**config.mk**
```make
export PLATFORM = sky130hd
export DESIGN_NAME = signed_int_to_decimal_ascii_flat
export DESIGN_NICKNAME = d
export VERILOG_FILES = /design/src/rtl/core/sitda_pkg.sv /design/src/rtl/core/sitda_in_if.sv /design/src/rtl/core/sitda_out_if.sv /design/src/rtl/core/signed_int_to_decimal_ascii.sv /design/src/flat_wrapper.sv
export SDC_FILE = /design/constraint.sdc
export NUM_CORES = 1
export LEC_CHECK = 0
export ABC_AREA = 1
export BUFFER_PORTS_ARGS = -buffer_cell sky130_fd_sc_hd__buf_2
export CAP_MARGIN = 15
export CORE_MARGIN = 5
export CORE_UTILIZATION = 50
export CTS_CLUSTER_SIZE = 20
export DETAILED_ROUTE_END_ITERATION = 16
export GPL_TIMING_DRIVEN = 1
export PLACE_DENSITY = 0.66
export SYNTH_ARGS = -nofsm -noshare
export SYNTH_HDL_FRONTEND = slang
export SYNTH_SLANG_ARGS = --single-unit
```
**constraint.sdc**
```tcl
create_clock -name clk -period 5.95 [get_ports clk]
set_input_delay 0.595 -clock clk [delete_from_list [all_inputs] [get_ports clk]]
set_output_delay 0.595 -clock clk [all_outputs]
set_load 0.02 [all_outputs]
```
**src/rtl/core/sitda_pkg.sv**
```systemverilog
// Shared constants and types for the signed integer to decimal text converter.
// No dependencies; imported by the channel interfaces and the top level.
package sitda_pkg;

	localparam int VALUE_W = 32;
	localparam int DIGITS  = 10;
	localparam int DIGIT_W = 4;
	localparam int BCD_W   = DIGITS * DIGIT_W;
	localparam int POS_W   = 4;
	localparam int CHAR_W  = 8;

	localparam logic [CHAR_W-1:0] CHAR_MINUS = 8'd45;
	localparam logic [CHAR_W-1:0] CHAR_ZERO  = 8'd48;

	typedef logic [BCD_W-1:0]   bcd_t;
	typedef logic [POS_W-1:0]   pos_t;
	typedef logic [CHAR_W-1:0]  char_t;

endpackage

```
**src/rtl/core/sitda_in_if.sv**
```systemverilog
// Request channel carrying one signed integer per request.
// Depends on sitda_pkg for the field width.
interface sitda_in_if
	import sitda_pkg::*;
();
	logic                      valid;
	logic                      ready;
	logic signed [VALUE_W-1:0] value;

	modport source (output valid, output value, input ready);
	modport sink   (input valid, input value, output ready);
endinterface

```
**src/rtl/core/sitda_out_if.sv**
```systemverilog
// Result channel carrying one ASCII character and its end-of-text flag.
// Depends on sitda_pkg for the character type.
interface sitda_out_if
	import sitda_pkg::*;
();
	logic  valid;
	logic  ready;
	char_t ascii_char;
	logic  is_last;

	modport source (output valid, output ascii_char, output is_last, input ready);
	modport sink   (input valid, input ascii_char, input is_last, output ready);
endinterface

```
**src/rtl/core/signed_int_to_decimal_ascii.sv**
```systemverilog
// Signed 32-bit integer to decimal ASCII text. Each request on num carries one
// two's complement value; text returns its characters most significant first,
// a '-' ahead of negative values, no leading zeros, a single '0' for zero, and
// is_last high on the final character, so one value yields 1 to 11 results.
// The most negative value comes out exactly as -2147483648. A value passes
// through the sign and magnitude stage, the byte conversion stages, the
// leading-digit stage and the serializer register before its first character
// is offered. The serializer sends one character per cycle while text.ready is
// high, and it takes the next waiting value while the last character of a run
// leaves; the one-character result channel limits the rate. Depends on
// sitda_pkg and the two channel interfaces.
module signed_int_to_decimal_ascii
	import sitda_pkg::*;
(
	input  logic         clk,
	input  logic         arst_n,
	sitda_in_if.sink     num,
	sitda_out_if.source  text
);

	// Eight double-dabble steps: add 3 to each digit of five or more, then
	// shift in the next binary bit, most significant bit first.
	function automatic bcd_t dabble8(input bcd_t b, input logic [7:0] bits);
		bcd_t t;
		t = b;
		for (int i = 7; i >= 0; i--) begin
			for (int d = 0; d < DIGITS; d++) begin
				if (t[d*DIGIT_W +: DIGIT_W] >= 4'd5)
					t[d*DIGIT_W +: DIGIT_W] = t[d*DIGIT_W +: DIGIT_W] + 4'd3;
			end
			t = {t[BCD_W-2:0], bits[i]};
		end
		return t;
	endfunction

	// Stage 1: sign and magnitude.
	logic               vld_s1, neg_s1;
	logic [VALUE_W-1:0] mag_s1;
	// Stages 2 to 5: one byte of the magnitude converted per stage.
	logic               vld_s2, neg_s2, vld_s3, neg_s3, vld_s4, neg_s4, vld_s5, neg_s5;
	logic [23:0]        bin_s2;
	logic [15:0]        bin_s3;
	logic [7:0]         bin_s4;
	bcd_t               bcd_s2, bcd_s3, bcd_s4, bcd_s5;
	// Stage 6: position of the leading nonzero digit.
	logic               vld_s6, neg_s6;
	bcd_t               bcd_s6;
	pos_t               top_s6;

	// Output serializer.
	logic  busy_q, sign_q;
	bcd_t  bcd_q;
	pos_t  pos_q;

	logic  rdy_s1, rdy_s2, rdy_s3, rdy_s4, rdy_s5, rdy_s6;
	logic  out_fire, out_last, load;
	pos_t  top_c;
	logic  digits_ok;

	assign out_last = !sign_q && (pos_q == '0);
	assign out_fire = text.valid && text.ready;
	// Take the next value when idle or while the final character leaves.
	assign load     = !busy_q || (out_fire && out_last);

	// Backpressure: a stage takes new data when empty or when it drains.
	assign rdy_s6 = !vld_s6 || load;
	assign rdy_s5 = !vld_s5 || rdy_s6;
	assign rdy_s4 = !vld_s4 || rdy_s5;
	assign rdy_s3 = !vld_s3 || rdy_s4;
	assign rdy_s2 = !vld_s2 || rdy_s3;
	assign rdy_s1 = !vld_s1 || rdy_s2;
	assign num.ready = rdy_s1;

	always_comb begin
		top_c = '0;
		for (int d = 0; d < DIGITS; d++) begin
			if (bcd_s5[d*DIGIT_W +: DIGIT_W] != '0)
				top_c = POS_W'(d);
		end
	end

	always_comb begin
		digits_ok = 1'b1;
		for (int d = 0; d < DIGITS; d++) begin
			if (bcd_s6[d*DIGIT_W +: DIGIT_W] > 4'd9)
				digits_ok = 1'b0;
		end
	end

	// Valid bits of the pipeline.
	always_ff @(posedge clk or negedge arst_n) begin
		if (!arst_n) begin
			vld_s1 <= 1'b0;
			vld_s2 <= 1'b0;
			vld_s3 <= 1'b0;
			vld_s4 <= 1'b0;
			vld_s5 <= 1'b0;
			vld_s6 <= 1'b0;
		end else begin
			if (rdy_s1) vld_s1 <= num.valid;
			if (rdy_s2) vld_s2 <= vld_s1;
			if (rdy_s3) vld_s3 <= vld_s2;
			if (rdy_s4) vld_s4 <= vld_s3;
			if (rdy_s5) vld_s5 <= vld_s4;
			if (rdy_s6) vld_s6 <= vld_s5;
		end
	end

	// Payload of the pipeline: advance only where a stage takes new data.
	always_ff @(posedge clk) begin
		if (rdy_s1 && num.valid) begin
			neg_s1 <= num.value[VALUE_W-1];
			mag_s1 <= num.value[VALUE_W-1] ? (~num.value + 1'b1) : num.value;
		end
		if (rdy_s2 && vld_s1) begin
			neg_s2 <= neg_s1;
			bcd_s2 <= dabble8('0, mag_s1[31:24]);
			bin_s2 <= mag_s1[23:0];
		end
		if (rdy_s3 && vld_s2) begin
			neg_s3 <= neg_s2;
			bcd_s3 <= dabble8(bcd_s2, bin_s2[23:16]);
			bin_s3 <= bin_s2[15:0];
		end
		if (rdy_s4 && vld_s3) begin
			neg_s4 <= neg_s3;
			bcd_s4 <= dabble8(bcd_s3, bin_s3[15:8]);
			bin_s4 <= bin_s3[7:0];
		end
		if (rdy_s5 && vld_s4) begin
			neg_s5 <= neg_s4;
			bcd_s5 <= dabble8(bcd_s4, bin_s4);
		end
		if (rdy_s6 && vld_s5) begin
			neg_s6 <= neg_s5;
			bcd_s6 <= bcd_s5;
			top_s6 <= top_c;
		end
	end

	// Serializer control: the sign goes first, then digits from the leading one down.
	always_ff @(posedge clk or negedge arst_n) begin
		if (!arst_n) begin
			busy_q <= 1'b0;
			sign_q <= 1'b0;
			pos_q  <= '0;
		end else if (load) begin
			busy_q <= vld_s6;
			sign_q <= neg_s6 && vld_s6;
			pos_q  <= top_s6;
		end else if (out_fire) begin
			if (sign_q)
				sign_q <= 1'b0;
			else
				pos_q <= pos_q - 1'b1;
		end
	end

	always_ff @(posedge clk) begin
		if (load && vld_s6)
			bcd_q <= bcd_s6;
	end

	assign text.valid      = busy_q;
	assign text.is_last    = out_last;
	assign text.ascii_char = sign_q ? CHAR_MINUS
		: CHAR_ZERO + {4'b0000, bcd_q[{pos_q, 2'b00} +: DIGIT_W]};

	// The sign character never closes a run.
	a_sign_not_last: assert property (@(posedge clk) disable iff (!arst_n)
		text.valid && sign_q |-> !text.is_last)
		else $error("sign character flagged as last");

	// After a character that is not the last, the run continues.
	a_run_continues: assert property (@(posedge clk) disable iff (!arst_n)
		out_fire && !out_last |=> text.valid)
		else $error("run ended before its last character");

	// A stalled value at the serializer input holds.
	a_s6_holds: assert property (@(posedge clk) disable iff (!arst_n)
		vld_s6 && !load |=> vld_s6 && $stable(bcd_s6) && $stable(top_s6))
		else $error("stage 6 changed while stalled");

	// Conversion leaves only decimal digits.
	a_digits_ok: assert property (@(posedge clk) disable iff (!arst_n)
		vld_s6 |-> digits_ok)
		else $error("non-decimal digit after conversion");

endmodule
```
**src/flat_wrapper.sv**
```systemverilog
// flat-port wrapper written by rule: the top's interface ports become plain ports
module signed_int_to_decimal_ascii_flat import sitda_pkg::*;
  (clk, arst_n, num_valid, num_value, num_ready, text_valid, text_ascii_char, text_is_last, text_ready);
  sitda_in_if num_i ();
  sitda_out_if text_i ();
  input  logic clk;
  input  logic arst_n;
  input wire logic [$bits(num_i.valid)-1:0] num_valid;
  input wire logic [$bits(num_i.value)-1:0] num_value;
  output wire logic [$bits(num_i.ready)-1:0] num_ready;
  output wire logic [$bits(text_i.valid)-1:0] text_valid;
  output wire logic [$bits(text_i.ascii_char)-1:0] text_ascii_char;
  output wire logic [$bits(text_i.is_last)-1:0] text_is_last;
  input wire logic [$bits(text_i.ready)-1:0] text_ready;
  assign num_i.valid = num_valid;
  assign num_i.value = num_value;
  assign num_ready = num_i.ready;
  assign text_valid = text_i.valid;
  assign text_ascii_char = text_i.ascii_char;
  assign text_is_last = text_i.is_last;
  assign text_i.ready = text_ready;
  signed_int_to_decimal_ascii u_core (.clk(clk), .arst_n(arst_n), .num(num_i), .text(text_i));
endmodule
```
==> qor.csv, run 1 <==
metric;value;unit
setup_tns;0;ns
antenna_left;0;
vias;21100;
final_cell_mix;1115 x nand2_1, 554 x inv_1, 318 x nand3_1;
final_layout_size_suffix_gt1_share;16.7;%
path_class;reg2reg;
grt_use_met2;30.7;%
synth_cell_type_count;53;
slowest_stage;edfxtp_1;
nFillCells;4677;
worstSetupStartpointType;flop;
syn_area_per_cell;7.19;sq um
start_util;50.3;%
setup_viol;0;
regToRegSetupSlack;0.39;ns
grt_overflow_total;0;
die_h;234;um
cts.sink_count;284;
grt_pass1_wl;77700;um
gr-usage-met3;2.28;%
async_flop_share;4.23;%
finalClockSkew;0.0278;ns
area_growth_syn_to_layout;11.6;%
cpMostUsedCell;nand2_2;
portBuffers;43;
cts_buffer_depth;3;
finalCritPeriodShare;93.5;%
ioPinCount;47;
initialDrtViolationCount;678;
timing.hold.ws;0.267;ns
cts_inserted_buffers;35;
worst_pin_slew;1.13;ns
grt_pass1_vias;18700;
core;0.0499;sq mm
top_usage_layer;met2;
synth-edff-count;272;
clk_latency;0.55;ns
synth.yosys.seq_area_share;33.7;%
cts_root_buf;clkbuf_16;
grt.total_usage;16.4;%
die_area;0.0548;sq mm
cts_htree_levels;2;
finalHoldViolCount;0;
worstPathArrival;5.86;ns
dieWidth;234;um
cp-end-kind;flop;
rr_worst_depth;41;
netlist_area;0.0251;sq mm
drv_slew;0;
cap_viol_max_count;0;
outcome;completed;
wl_per_cell;10.6;um
drc;0;
required;6.24;ns
critPathCapture;u_core.bcd_s5[37];
critPathMaxFanout;5;
grtUsageMet1;19.6;%
synth_cells;3488;
final_common_cell;nand2_1;
startpoint;u_core.bcd_s4[20];
r2r_start;u_core.bcd_s4[20];
fmax;0.180;GHz
dpl.hpwl;35900;um
hold_path_class;in2reg;
wl;45500;um
grt_max_degree;46;
viasPerCell;4.91;
cts_tree;built;
antenna_found_initial;0;
place_congestion;0.812;
num_rows;82;
critPathMaxStageDelay;0.38;ns
nNetsFinal;3775;
max_slew_margin;24.3;%
clkTransAtPathRegs;0.06;ns
drt-pass1-iter-count;5;
synth_flop_cell;edfxtp_1;
period_minus_slack;5.56;ns
yosysWarningCount;0;
r2r-end;u_core.bcd_s5[37];
diodes;0;
ys_ff_latch;284;
-- state kept, by name, summed over array words and instances (netlist names), 4 cells and up --
| register | count |
|---|---|
| u_core.bcd_s5 | 40 |
| u_core.bcd_s4 | 31 |
| u_core.bin_s2 | 24 |
| u_core.bin_s4 | 8 |
| u_core.bcd_s3 | 21 |
| u_core.bcd_s2 | 10 |
| u_core.pos_q | 4 |
| u_core.bcd_s6 | 40 |
| u_core.bcd_q | 40 |
| u_core.top_s6 | 4 |
| u_core.bin_s3 | 16 |
| u_core.mag_s1 | 32 |
-- Yosys cell counts (3+ instances only) --
| master | n | share of area (%) |
|---|---|---|
| o21ai_1 | 46 | 0.92 |
| o21ai_2 | 40 | 1.4 |
| a21boi_0 | 3 | 0.090 |
| nor2_1 | 101 | 1.5 |
| nor3_1 | 11 | 0.22 |
| clkbuf_1 | 9 | 0.13 |
| buf_4 | 3 | 0.090 |
| o21bai_1 | 4 | 0.12 |
| nand2_2 | 164 | 4.1 |
| xnor2_2 | 5 | 0.32 |
| ha_1 | 139 | 6.9 |
| nand2_4 | 9 | 0.40 |
| a21boi_1 | 4 | 0.12 |
| nor4_1 | 13 | 0.32 |
| inv_2 | 22 | 0.33 |
| and2_2 | 4 | 0.12 |
| a21oi_1 | 40 | 0.80 |
| and2_4 | 7 | 0.24 |
| xnor2_1 | 26 | 0.91 |
| nand3_2 | 74 | 3.0 |
| nand3b_1 | 13 | 0.39 |
| dfrtp_1 | 12 | 1.2 |
| a21o_1 | 35 | 1.0 |
| and2_1 | 36 | 0.90 |
| or2_2 | 9 | 0.22 |
| nand2_1 | 1135 | 17 |
| o21ai_0 | 99 | 2.0 |
| nand3_1 | 341 | 6.8 |
| a31o_2 | 9 | 0.31 |
| inv_1 | 569 | 8.5 |
| nand4_1 | 119 | 3.0 |
| xor2_1 | 64 | 2.2 |
| o22ai_1 | 13 | 0.32 |
| edfxtp_1 | 272 | 33 |
| mux2i_1 | 3 | 0.12 |
| xor2_2 | 11 | 0.71 |
-- how the worst min path moves through the flow --
stage                     cells past startpoint                to         startpoint  slack, ns
final                                         3     u_core.vld_s1          num_valid       0.27
after global routing                          3     u_core.vld_s1          num_valid       0.26
after CTS                                     3     u_core.vld_s1          num_valid       0.23
after detailed placement                      0  u_core.bcd_q[16]  u_core.bcd_s6[16]       0.40
after global placement                        0  u_core.bcd_q[26]  u_core.bcd_s6[26]       0.40
after floorplan                               0   u_core.pos_q[0]             arst_n       0.30
-- cell type report --
type	count	area [sq um]	share of cell area [%]
clock buffer	37	883	3.15
clock inverter	25	294	1.05
inverter	592	2220	7.93
multi-input combinational	2600	14700	52.7
sequential	284	8470	30.2
tap	672	841	3.00
timing repair buffer	87	548	1.96
-- logic make-up after synthesis --
group,synth area share [%]
other,0.0299
buffers and inverters,9.10
flip-flops,33.7
multiplexers,0.120
adder cells (fa/ha/maj),6.93
AND/OR/NAND/NOR,38.3
AO/OA/AOI/OAI,7.62
XOR/XNOR,4.18
-- what timing repair did --
action	in CTS	in global routing
hold buffers	1	0
gates cloned	0	0
setup buffers	0	34
endpoints found under the hold margin	12	0
setup endpoints to repair	2	52
pin swaps	0	32
resized for setup	1	117
-- per-stage QoR --
stage,setup WS (ns),instance area (sq um),std cells,utilization [%]
finish,0.386,28000,4297,56.2
global route,-0.0510,28000,4297,56.2
CTS,0.0397,27400,4263,54.9
detailed placement,-0.0145,26200,4200,52.5
global placement,0.146,26200,4200,52.5
floorplan,0.500,25100,3489,-
-- metal layers --
layer	wire, um	vias to the layer above
met2	23100	143
li1	-	11600
met3	1100	56
met5	0	-
met1	20500	9255
met4	870	0
-- worst max-delay path, delay by kind of cell (launching register included) --
family | cells | cell delay (ns)
buf+inv | 8 | 0.56
simple gates | 18 | 1.90
fa+ha+maj | 5 | 0.96
flops | 1 | 0.38
compound gates | 6 | 0.91
xor+xnor | 4 | 0.60
Power of run 1 is left out: the tool's default activity adds up to more than one toggle a clock period on the data nets, which glitch-free logic cannot reach.
==> run 2, diff against run 1 <==
--- a/config.mk
+++ b/config.mk
@@ -14,6 +14,7 @@
 export DETAILED_ROUTE_END_ITERATION = 16
 export GPL_TIMING_DRIVEN = 1
 export PLACE_DENSITY = 0.66
+export RECOVER_POWER = 50
 export SYNTH_ARGS = -nofsm -noshare
 export SYNTH_HDL_FRONTEND = slang
 export SYNTH_SLANG_ARGS = --single-unit
==> run 2 against run 1 <==
Net effect: the flow now finishes with violations (capacitance limit, slew limit); cell count unchanged; first-iteration DRC count decreased by 2.5%; critical path type unchanged; maximum frequency about the same; global-route usage unchanged.
==> qor.csv, run 2 (same netlist as run 1, synthesis figures left out) <==
metric;value;unit;change
dpl.hpwl;35900;um;unchanged
place_congestion;0.812;;unchanged
setup_slack;0.384;ns;was 0.386 ns
num_rows;82;;unchanged
period_minus_slack;5.57;ns;was 5.56 ns
setup_viol;0;;unchanged
nFillCells;4683;;was 4677
cp-end-kind;flop;;unchanged
drc;0;;unchanged
cpMostUsedCell;nand2_2;;unchanged
finalCritPeriodShare;93.5;%;about the same
largest_registers;u_core.bcd_q (40), u_core.bcd_s5 (40), u_core.bcd_s6 (40);;unchanged
area_growth_syn_to_layout;11.5;%;was 11.6%
critPathMaxStageDelay;0.38;ns;about the same
place_ws;-0.0145;ns;unchanged
drt-pass1-iter-count;5;;unchanged
placed_area;0.0262;sq mm;unchanged
die_area;0.0548;sq mm;unchanged
finalHoldViolCount;0;;unchanged
setup_tns;0;ns;unchanged
multiInputGateArea;0.0147;sq mm;about the same
path_class;reg2reg;;unchanged
grt_max_degree;46;;unchanged
nNetsFinal;3775;;unchanged
worst_pin_slew;2.22;ns;was 1.13 ns
final_layout_size_suffix_gt1_share;16.2;%;was 16.7%
final_common_cell;nand2_1;;unchanged
drv_slew;103;;was 0
antenna_left;0;;unchanged
vias;21100;;about the same
portBuffers;43;;unchanged
cts_htree_levels;2;;unchanged
core;0.0499;sq mm;unchanged
finalClockSkew;0.0280;ns;was 0.0278 ns
critPathMaxFanout;5;;unchanged
initialDrtViolationCount;661;;was 678
dieWidth;234;um;unchanged
viasPerCell;4.91;;about the same
die_h;234;um;unchanged
clk_latency;0.55;ns;about the same
slowest_stage;edfxtp_1;;unchanged
final_util;56.1;%;was 56.2%
cts_inserted_buffers;35;;unchanged
grt_pass1_vias;18700;;unchanged
wl_per_cell;10.6;um;about the same
regToRegSetupSlack;0.38;ns;was 0.39 ns
final_cell_mix;1115 x nand2_1, 554 x inv_1, 318 x nand3_1;;unchanged
cts_tree;built;;unchanged
grt.total_usage;16.4;%;unchanged
cts_buffer_depth;3;;unchanged
cts_root_buf;clkbuf_16;;unchanged
violations;capacitance limit, slew limit;;
cts.sink_count;284;;unchanged
cap_viol_max_count;3;;was 0
required;6.24;ns;about the same
start_util;50.3;%;unchanged
outcome;finished, violations left;;was completed
grt_overflow_total;0;;unchanged
worstSetupStartpointType;flop;;unchanged
worstPathArrival;5.86;ns;about the same
wl;45600;um;was 45500 um
hold_path_class;in2reg;;unchanged
fmax;0.180;GHz;about the same
clkTransAtPathRegs;0.06;ns;about the same
ioPinCount;47;;unchanged
antenna_found_initial;0;;unchanged
fin_area;0.0280;sq mm;about the same
diodes;0;;unchanged
seq_area;0.00847;sq mm;unchanged
grt_pass1_wl;77700;um;unchanged
max_slew_margin;-48.0;%;was 24.3%
[run 2: cell count changes in the layout (fill, tap and decap cells not counted), sizes merged]
cell,delta
clkbuf,+14
buf,-14
[run 2: worst max-delay path: cells and delay by family, from the launching register on]
kind | cells | cell delay, ns
compound gates | 6 | 0.91
xor+xnor | 4 | 0.60
fa+ha+maj | 5 | 0.95
buf+inv | 8 | 0.56
flops | 1 | 0.38
simple gates | 18 | 1.90
[run 2: final cells by class]
type | instances | share of cell area (%)
clock buffers | 37 | 3.16
repair buffers | 87 | 1.86
inverters | 592 | 7.94
multi-input cells | 2600 | 52.7
well taps | 672 | 3.01
clock inverters | 25 | 1.05
flip-flops and latches | 284 | 30.3
[run 2: stage by stage]
step / cells / hold slack, ns
2_1_floorplan: 3489 / 0.299
3_3_place_gp: 4200 / 0.401
3_5_place_dp: 4200 / 0.405
4_1_cts: 4263 / 0.227
5_1_grt: 4297 / 0.263
6_report: 4297 / 0.267
[run 2: worst paths after layout]
path                                   start           endpoint  cells after the start
min in group asynchronous             arst_n      u_core.sign_q                      2
min                                num_valid      u_core.vld_s1                      3
max                        u_core.bcd_s4[20]  u_core.bcd_s5[37]                     41
max in group asynchronous             arst_n      u_core.vld_s1                      2
min reg2reg                u_core.bcd_s6[12]   u_core.bcd_q[12]                      0
max reg2reg                u_core.bcd_s4[20]  u_core.bcd_s5[37]                     41
[run 2: timing repair]
action / CTS / global route
pin swaps: 0 / 32
hold endpoints to repair: 12 / 0
resized for setup: 1 / 117
buffers inserted: 0 / 34
endpoints found under the setup margin: 2 / 52
hold buffers: 1 / 0
[run 2: layer usage]
layer	part of all wire [%]	routed length (um)	vias to the layer above	track usage [%]
met5	0	0	-	0
met4	1.9	870	0	4.24
met3	2.4	1100	56	2.28
met2	51	23100	128	30.7
met1	45	20500	9256	19.6
li1	-	-	11700	-
Power of run 2 is left out for the same reason.
